$ cat config.mk
export PLATFORM = sky130hd
export DESIGN_NAME = rgb_palette_fader
export DESIGN_NICKNAME = d
export VERILOG_FILES = /design/src/rtl/core/rpf_pkg.sv /design/src/rtl/core/rpf_dpath.sv /design/src/rtl/core/rpf_ctrl.sv /design/src/rtl/core/rgb_palette_fader.sv
export SDC_FILE = /design/constraint.sdc
export NUM_CORES = 1
export LEC_CHECK = 0
export BUFFER_PORTS_ARGS = -buffer_cell sky130_fd_sc_hd__buf_2
export CORE_ASPECT_RATIO = 0.8
export CORE_MARGIN = 4
export CORE_UTILIZATION = 50
export CTS_CLUSTER_SIZE = 20
export DETAILED_ROUTE_END_ITERATION = 10
export HOLD_SLACK_MARGIN = 0.15
export PLACE_DENSITY = 0.66
export SYNTH_ARGS = -nofsm -noshare
export SYNTH_HDL_FRONTEND = slang
export SYNTH_HIERARCHICAL = 1
export SYNTH_SLANG_ARGS = --single-unit
$ cat constraint.sdc
create_clock -name clk -period 9.2 [get_ports clk]
set_input_delay 1.84 -clock clk [delete_from_list [all_inputs] [get_ports clk]]
set_output_delay 1.84 -clock clk [all_outputs]
set_load 0.02 [all_outputs]
$ cat src/rtl/core/rpf_pkg.sv
// types and constants for the rgb palette fader
// no dependencies; imported by every module of the block
`default_nettype none

package rpf_pkg;

  localparam int CHAN_W       = 8;
  localparam int NUM_CHAN     = 3;
  localparam int COLOR_W      = CHAN_W * NUM_CHAN;
  localparam int PALETTE_SIZE = 6;
  localparam int PIDX_W       = 3;
  localparam int CFG_IDX_W    = 3;
  localparam int BIT_CNT_W    = 3;
  localparam int CH_W         = 2;

  // register indexes on the config port
  localparam logic [CFG_IDX_W-1:0] REG_PALETTE_COUNT = 3'd0;
  localparam logic [CFG_IDX_W-1:0] REG_FADE_STEPS    = 3'd1;
  localparam logic [CFG_IDX_W-1:0] REG_COLOR_ZERO    = 3'd2;

  localparam logic [PIDX_W-1:0]    PALETTE_MAX       = 3'd6;
  localparam logic [CHAN_W-1:0]    FADE_STEPS_RST    = 8'd32;
  localparam logic [CH_W-1:0]      CH_LAST           = 2'd2;

  // commands from the controller to the datapath
  typedef struct packed {
    logic            load_tgt;   // latch target, advance palette index
    logic            div_init;   // load |diff| of channel ch into divider
    logic            div_iter;   // one restoring divide step
    logic            div_store;  // write finished step size of channel ch
    logic [CH_W-1:0] ch;         // 0 blue, 1 green, 2 red
    logic            move;       // step all channels, load output register
  } cmd_t;

  // status from the datapath to the controller
  typedef struct packed {
    logic fading;
    logic out_busy;
  } status_t;

endpackage

`default_nettype wire

$ cat src/rtl/core/rpf_dpath.sv
// datapath: config registers, color state, shared serial divider, output register
// depends on rpf_pkg
`default_nettype none

module rpf_dpath
  import rpf_pkg::*;
(
  input  wire logic                 clk,
  input  wire logic                 rst_n,
  input  wire logic                 cfg_we,
  input  wire logic [CFG_IDX_W-1:0] cfg_index,
  input  wire logic [COLOR_W-1:0]   cfg_data,
  input  wire cmd_t                 cmd,
  output status_t                   status,
  input  wire logic                 out_tready,
  output logic                      out_tvalid,
  output logic [COLOR_W-1:0]        out_tdata,
  output logic                      out_tlast
);

  logic [PIDX_W-1:0]  pcount_r;
  logic [CHAN_W-1:0]  fsteps_r;
  logic [COLOR_W-1:0] palette_r [PALETTE_SIZE];

  logic [COLOR_W-1:0] cur_r, cur_nxt;
  logic [COLOR_W-1:0] tgt_r;
  logic [COLOR_W-1:0] step_r;
  logic [PIDX_W-1:0]  pidx_r;
  logic               fading_r;

  logic [CHAN_W-1:0]  quo_r;
  logic [CHAN_W-1:0]  rem_r;

  logic               out_valid_r;
  logic [COLOR_W-1:0] out_data_r;
  logic               out_last_r;

  logic [PIDX_W-1:0]  n_use;
  logic [PIDX_W-1:0]  idx;
  logic [PIDX_W-1:0]  idx_inc;
  logic [PIDX_W-1:0]  pidx_nxt;
  logic [CFG_IDX_W-1:0] pal_wr;

  logic [CHAN_W-1:0]  divisor;
  logic [CHAN_W-1:0]  cur_ch, tgt_ch, diff_ch;
  logic [CHAN_W:0]    trial;
  logic [CHAN_W-1:0]  step_new;
  logic [4:0]         ch_lsb;
  logic               reached;

  // palette selection with count clamping
  always_comb begin
    if (pcount_r == '0) begin
      n_use = 3'd1;
    end else if (pcount_r > PALETTE_MAX) begin
      n_use = PALETTE_MAX;
    end else begin
      n_use = pcount_r;
    end
    idx      = (pidx_r < n_use) ? pidx_r : '0;
    idx_inc  = idx + 3'd1;
    pidx_nxt = (idx_inc >= n_use) ? '0 : idx_inc;
  end

  assign pal_wr = cfg_index - REG_COLOR_ZERO;

  always_ff @(posedge clk) begin
    if (!rst_n) begin
      pcount_r <= 3'd1;
      fsteps_r <= FADE_STEPS_RST;
      for (int i = 0; i < PALETTE_SIZE; i++) begin
        palette_r[i] <= '0;
      end
    end else if (cfg_we) begin
      if (cfg_index == REG_PALETTE_COUNT) begin
        pcount_r <= cfg_data[PIDX_W-1:0];
      end else if (cfg_index == REG_FADE_STEPS) begin
        fsteps_r <= cfg_data[CHAN_W-1:0];
      end else begin
        palette_r[pal_wr] <= cfg_data;
      end
    end
  end

  // channel picked by the controller for the divider
  assign ch_lsb  = {cmd.ch, 3'b000};
  assign cur_ch  = cur_r[ch_lsb +: CHAN_W];
  assign tgt_ch  = tgt_r[ch_lsb +: CHAN_W];
  assign diff_ch = (cur_ch > tgt_ch) ? (cur_ch - tgt_ch) : (tgt_ch - cur_ch);
  assign divisor = (fsteps_r == '0) ? 8'd1 : fsteps_r;

  // restoring divide: shift one dividend bit into the remainder each step
  assign trial = {rem_r, quo_r[CHAN_W-1]} - {1'b0, divisor};

  always_ff @(posedge clk) begin
    if (cmd.div_init) begin
      quo_r <= diff_ch;
      rem_r <= '0;
    end else if (cmd.div_iter) begin
      if (!trial[CHAN_W]) begin
        rem_r <= trial[CHAN_W-1:0];
        quo_r <= {quo_r[CHAN_W-2:0], 1'b1};
      end else begin
        rem_r <= {rem_r[CHAN_W-2:0], quo_r[CHAN_W-1]};
        quo_r <= {quo_r[CHAN_W-2:0], 1'b0};
      end
    end
  end

  always_comb begin
    if (cur_ch == tgt_ch) begin
      step_new = '0;
    end else if (quo_r == '0) begin
      step_new = 8'd1;
    end else begin
      step_new = quo_r;
    end
  end

  // move every channel one step toward the target, stopping on it
  always_comb begin
    for (int c = 0; c < NUM_CHAN; c++) begin
      logic [CHAN_W-1:0] cv, tv, sv;
      cv = cur_r[c*CHAN_W +: CHAN_W];
      tv = tgt_r[c*CHAN_W +: CHAN_W];
      sv = step_r[c*CHAN_W +: CHAN_W];
      if (cv > tv) begin
        cur_nxt[c*CHAN_W +: CHAN_W] = ((cv - tv) <= sv) ? tv : (cv - sv);
      end else if (cv < tv) begin
        cur_nxt[c*CHAN_W +: CHAN_W] = ((tv - cv) <= sv) ? tv : (cv + sv);
      end else begin
        cur_nxt[c*CHAN_W +: CHAN_W] = cv;
      end
    end
  end

  assign reached = (cur_nxt == tgt_r);

  always_ff @(posedge clk) begin
    if (!rst_n) begin
      cur_r    <= '0;
      tgt_r    <= '0;
      step_r   <= '0;
      pidx_r   <= '0;
      fading_r <= 1'b0;
    end else begin
      if (cmd.load_tgt) begin
        tgt_r    <= palette_r[idx];
        pidx_r   <= pidx_nxt;
        fading_r <= 1'b1;
      end
      if (cmd.div_store) begin
        step_r[ch_lsb +: CHAN_W] <= step_new;
      end
      if (cmd.move) begin
        cur_r    <= cur_nxt;
        fading_r <= !reached;
      end
    end
  end

  always_ff @(posedge clk) begin
    if (!rst_n) begin
      out_valid_r <= 1'b0;
    end else if (cmd.move) begin
      out_valid_r <= 1'b1;
    end else if (out_tready) begin
      out_valid_r <= 1'b0;
    end
  end

  // red goes out in the low byte
  always_ff @(posedge clk) begin
    if (cmd.move) begin
      out_data_r <= {cur_nxt[7:0], cur_nxt[15:8], cur_nxt[23:16]};
      out_last_r <= reached;
    end
  end

  assign status.fading   = fading_r;
  assign status.out_busy = out_valid_r && !out_tready;
  assign out_tvalid      = out_valid_r;
  assign out_tdata       = out_data_r;
  assign out_tlast       = out_last_r;

endmodule

`default_nettype wire

$ cat src/rtl/core/rpf_ctrl.sv
// controller: sequences target load, per-channel divide and color step
// depends on rpf_pkg; drives the datapath through cmd_t
`default_nettype none

module rpf_ctrl
  import rpf_pkg::*;
(
  input  wire logic clk,
  input  wire logic rst_n,
  input  wire logic in_tvalid,
  input  wire logic tick,
  output logic      in_tready,
  input  wire status_t status,
  output cmd_t      cmd
);

  localparam logic [2:0] S_IDLE   = 3'd0;
  localparam logic [2:0] S_LOAD   = 3'd1;
  localparam logic [2:0] S_DINIT  = 3'd2;
  localparam logic [2:0] S_DITER  = 3'd3;
  localparam logic [2:0] S_DSTORE = 3'd4;
  localparam logic [2:0] S_MOVE   = 3'd5;

  logic [2:0]           state_r, state_nxt;
  logic [CH_W-1:0]      ch_r, ch_nxt;
  logic [BIT_CNT_W-1:0] bit_r, bit_nxt;

  always_comb begin
    state_nxt     = state_r;
    ch_nxt        = ch_r;
    bit_nxt       = bit_r;
    in_tready     = 1'b0;
    cmd           = '0;
    cmd.ch        = ch_r;
    unique case (state_r)
      S_IDLE: begin
        in_tready = 1'b1;
        if (in_tvalid && tick) begin
          state_nxt = status.fading ? S_MOVE : S_LOAD;
        end
      end
      S_LOAD: begin
        cmd.load_tgt = 1'b1;
        ch_nxt       = '0;
        state_nxt    = S_DINIT;
      end
      S_DINIT: begin
        cmd.div_init = 1'b1;
        bit_nxt      = '0;
        state_nxt    = S_DITER;
      end
      S_DITER: begin
        cmd.div_iter = 1'b1;
        bit_nxt      = bit_r + 3'd1;
        if (bit_r == '1) begin
          state_nxt = S_DSTORE;
        end
      end
      S_DSTORE: begin
        cmd.div_store = 1'b1;
        if (ch_r == CH_LAST) begin
          state_nxt = S_IDLE;
        end else begin
          ch_nxt    = ch_r + 2'd1;
          state_nxt = S_DINIT;
        end
      end
      S_MOVE: begin
        // wait for the output register to free up
        if (!status.out_busy) begin
          cmd.move  = 1'b1;
          state_nxt = S_IDLE;
        end
      end
      default: begin
        state_nxt = S_IDLE;
      end
    endcase
  end

  always_ff @(posedge clk) begin
    if (!rst_n) begin
      state_r <= S_IDLE;
      ch_r    <= '0;
      bit_r   <= '0;
    end else begin
      state_r <= state_nxt;
      ch_r    <= ch_nxt;
      bit_r   <= bit_nxt;
    end
  end

endmodule

`default_nettype wire

$ cat src/rtl/core/rgb_palette_fader.sv
// top level of the rgb palette fader: controller plus datapath
// depends on rpf_pkg, rpf_ctrl, rpf_dpath
//
//  channel | dir | handshake             | payload
//  --------+-----+-----------------------+-------------------------------------
//  in      | in  | in_tvalid/in_tready   | in_tdata[0] tick
//  out     | out | out_tvalid/out_tready | out_tdata red,green,blue; tlast reached
//  cfg     | in  | cfg_valid/cfg_ready   | cfg_index register, cfg_data value
//
// a tick that starts a fade is accepted, loads the target, then runs each channel
// in turn through the shared 8-step restoring divider (blue, green, red).
// a tick during a fade gives one output word, and waits while the output register
// is held by out_tready low. a zero tick is accepted and does nothing.
// reset (rst_n low, synchronous) clears state, palette and registers to defaults.
// cfg_ready is always high.
`default_nettype none

module rgb_palette_fader
  import rpf_pkg::*;
(
  input  wire logic                 clk,
  input  wire logic                 rst_n,
  input  wire logic                 in_tvalid,
  output logic                      in_tready,
  input  wire logic [7:0]           in_tdata,    // [0] tick, [7:1] zero fill
  output logic                      out_tvalid,
  input  wire logic                 out_tready,
  output logic [COLOR_W-1:0]        out_tdata,   // [7:0] red, [15:8] green, [23:16] blue
  output logic                      out_tlast,   // reached
  input  wire logic                 cfg_valid,
  output logic                      cfg_ready,
  input  wire logic [CFG_IDX_W-1:0] cfg_index,
  input  wire logic [COLOR_W-1:0]   cfg_data
);

  cmd_t    cmd;
  status_t status;

  assign cfg_ready = 1'b1;

  rpf_ctrl u_ctrl (
    .clk       (clk),
    .rst_n     (rst_n),
    .in_tvalid (in_tvalid),
    .tick      (in_tdata[0]),
    .in_tready (in_tready),
    .status    (status),
    .cmd       (cmd)
  );

  rpf_dpath u_dpath (
    .clk        (clk),
    .rst_n      (rst_n),
    .cfg_we     (cfg_valid),
    .cfg_index  (cfg_index),
    .cfg_data   (cfg_data),
    .cmd        (cmd),
    .status     (status),
    .out_tready (out_tready),
    .out_tvalid (out_tvalid),
    .out_tdata  (out_tdata),
    .out_tlast  (out_tlast)
  );

endmodule

`default_nettype wire

==> out/summary.txt <==
Yosys reg bits - 329
Required @ worst endpoint - 9.64 ns
worst endpoint data arrival time - 6.19 ns
number of global-route vias before repair - 16800
Initial Utilization - 0.5118
Mean Syn Cell Area - 9.097 sq um
area leader, netlist - edfxtp_1
Final Setup Violations - 0
FILL cells - 3725
post-CTS sizing - 0
Post-synth EDFFs - 225
DRT Pass-1 Iters - 6
top-count cell post-synth - nor2_1
clk slew on worst S/H paths - 0.06 ns
top cells by area, synth - edfxtp_1 (31%), ha_1 (9.8%), dfxtp_1 (9.6%), nor2_1 (5.6%), a21oi_1 (3.7%)
Max-cap violations - 0
Max Used Layer - met4
TritonCTS buffer count - 37
critical path's slowest cell - or4_4
relative slew slack - 0.2584
Tmin final - 5.741 ns
met1 wire length - 29090 um
Ys Warns - 6
max-slew violation count - 0
vias per cell - 5.955
CTS tree - yes
Lkg Pwr - 9.229 nW
clock latency on the worst-skew pair - 0.55 ns
WS Path Type - reg2reg
final hold violations - 0
Routed WL - 62120 um
status - completed
GRT Total Usage - 0.2594
PortBufs - 59
DR WL met2 - 26050 um
most frequent cell on the critical path - a21oi_1
DRC - 0
worst-path maximum fanout - 15
family with the most delay on the worst path - simple AND/OR/NAND/NOR gates
largest net degree at the start of global routing - 100
Nets - 2604
root buffer cell - clkbuf_16
skew final - 0.01636 ns
Final WS setup - 3.459 ns
CP endpoint kind - flip-flop
Final period util - 0.6241
post-CTS repair timing setup buffer count - 0
PD cells - 194.0 mW/mm^2
RePlAce Congestion - 0.9666
top_reg_cell synth - edfxtp_1
FP Rows - 67
met3 WL - 5445 um
first-pass GRT wire length - 95650 um
DR iter-0 viols - 1684
initial antenna violation count - 1
post-synth cell types - 87
worst vdd ir - 0.1981 mV
cell count after synthesis - 2382
# IOs - 68
Post-DP HPWL - 42700 um
CP Cell Sequence - inv_1 > ha_1 > fa_1 > nand2b_1 > a21oi_1 > a21o_1 > a21oi_1 > xnor2_1 > ha_1 > o21a_1 > a21oi_1 > nand3_1 > and2_0 > nand4_1 > o2111ai_1 > or4_4 > a2111oi_4 > nand4_2 > o31a_1
CP bufs+invs - 1
Die W - 240.7 um
htree depth - 2
RSZ-0062 raised after global routing - false
Core Area - 0.04233 sq mm
top cell type's share of synthesized area - 0.3118
Tightest Hold Check Type - reg2reg
clock sink count - 329
worst-case clock buffer depth - 3
Fmax - 174.2 MHz
GRT overflow - 0
max incr delay on CP - 0.54 ns
Multi-input gate area - 0.01168 sq mm
area grow syn2layout - 9.297%
hold buffer count at CTS - 0
synthesized area - 0.02167 sq mm
Vias - 17640
chip height - 194.2 um
Worst Max-Slew Pin Slew - 1.104 ns
reg2reg setup slack - 3.46 ns
Synth top cells by count - nor2_1 (322), edfxtp_1 (225), nand2_1 (186), inv_1 (173), ha_1 (169)
remaining antenna violation count - 0
Place WS - 3.614 ns
ratio of cells with drive above 1 in the final layout - 0.08178
die area - 0.04675 sq mm
setup TNS - 0 ns
Synth Net Count - 2606
crit start category - flip-flop
Seq/Total Area, Yosys - 0.4079
WL per Instance - 20.97 um
register area - 0.008840 sq mm
asr flop ratio synth - 0
## worst reg2reg max path: stages, from the launching register on
cell and delay (ns):
dfxtp_1 0.53, inv_1 0.19, ha_1 0.27, fa_1 0.41, nand2b_1 0.16, a21oi_1 0.38, a21o_1 0.18, a21oi_1 0.07
xnor2_1 0.20, ha_1 0.28, o21a_1 0.20, a21oi_1 0.21, nand3_1 0.24, and2_0 0.50, nand4_1 0.25, o2111ai_1 0.12
or4_4 0.54, a2111oi_4 0.38, nand4_2 0.19, o31a_1 0.32
## sequential cells by signal, indices dropped and copies added (netlist names)
register / cells
u_dpath/pidx_r: 3
u_dpath/palette_r: 192
u_dpath/step_r: 24
u_dpath/fsteps_r: 8
u_dpath/tgt_r: 24
u_dpath/fading_r: 1
u_dpath/rem_r: 8
u_dpath/pcount_r: 3
u_ctrl/state_r: 3
u_ctrl/bit_r: 3
u_dpath/out_tdata: 24
u_dpath/out_tvalid: 1
u_dpath/out_tlast: 1
u_ctrl/ch_r: 2
u_dpath/quo_r: 8
u_dpath/cur_r: 24
## layout make-up
type	instances	share of cell area
Inverter	175	0.02774
Clock inverter	21	0.009932
Sequential cell	329	0.3733
Tap cell	552	0.02916
Multi-Input combinational cell	1744	0.4931
Timing Repair Buffer	93	0.02335
Clock buffer	47	0.04332
Antenna cell	1	0.0001057
## stage by stage
stage	hold slack, ns	cell area (sq um)	util	std cells	total power, W
2_1_floorplan	0.4345	21670	-	2382	0.002705
3_3_place_gp	0.4417	22420	0.5296	2893	0.003012
3_5_place_dp	0.4550	22420	0.5296	2893	0.003045
4_1_cts	0.4635	23680	0.5594	2961	0.004600
5_1_grt	0.4837	23680	0.5594	2961	0.004818
6_report	0.4648	23680	0.5594	2962	0.004594
## layer usage
metal,GRT usage,vias up
met4,0.07308,0
met5,0,-
met3,0.04309,97
met2,0.3767,751
met1,0.3988,8364
li1,-,8427
## where the power goes
| part | total [W] | internal [W] | switching [W] |
|---|---|---|---|
| clock network | 0.00155 | 0.000932 | 0.000614 |
| logic | 0.00132 | 0.000503 | 0.000812 |
| registers | 0.00173 | 0.00167 | 0.0000668 |
## placed cells by master, fill, tap and decap left out, types with 34 or more instances in the layout
cell type and n:
o211a_1 34, nand2_1 184, xnor2_1 65, edfxtp_1 225, nor2_1 321, inv_1 173
o21ai_0 139, o211ai_1 67, and2_1 34, ha_1 169, nor2b_1 62, dfxtp_1 103
a21oi_1 162, buf_4 35, buf_2 58, mux2i_1 56, clkbuf_16 39, nand3_1 42
## cell families (layout without fill, tap and decap cells)
family / after synthesis / after routing / share of synthesized area
other: 1 / 2 / 0.0001731
AOI/OAI and AO/OA: 633 / 633 / 0.1926
buffers and inverters: 309 / 336 / 0.05532
DFF: 329 / 329 / 0.4079
and+or+nand+nor: 762 / 762 / 0.1609
xor gates and xnor gates: 95 / 95 / 0.03903
muxes: 69 / 69 / 0.03263
adders and majority gates: 184 / 184 / 0.1114
## final timing paths
path,depth (start not counted),to,start
hold reg to reg,2,u_ctrl/bit_r[2],u_ctrl/bit_r[2]
setup reg to reg,19,u_dpath/fading_r,u_dpath/cur_r[8]
hold / removal,2,u_ctrl/bit_r[2],u_ctrl/bit_r[2]
setup / recovery,19,u_dpath/fading_r,u_dpath/cur_r[8]
No activity file was read; power rests on OpenSTA's default activity.
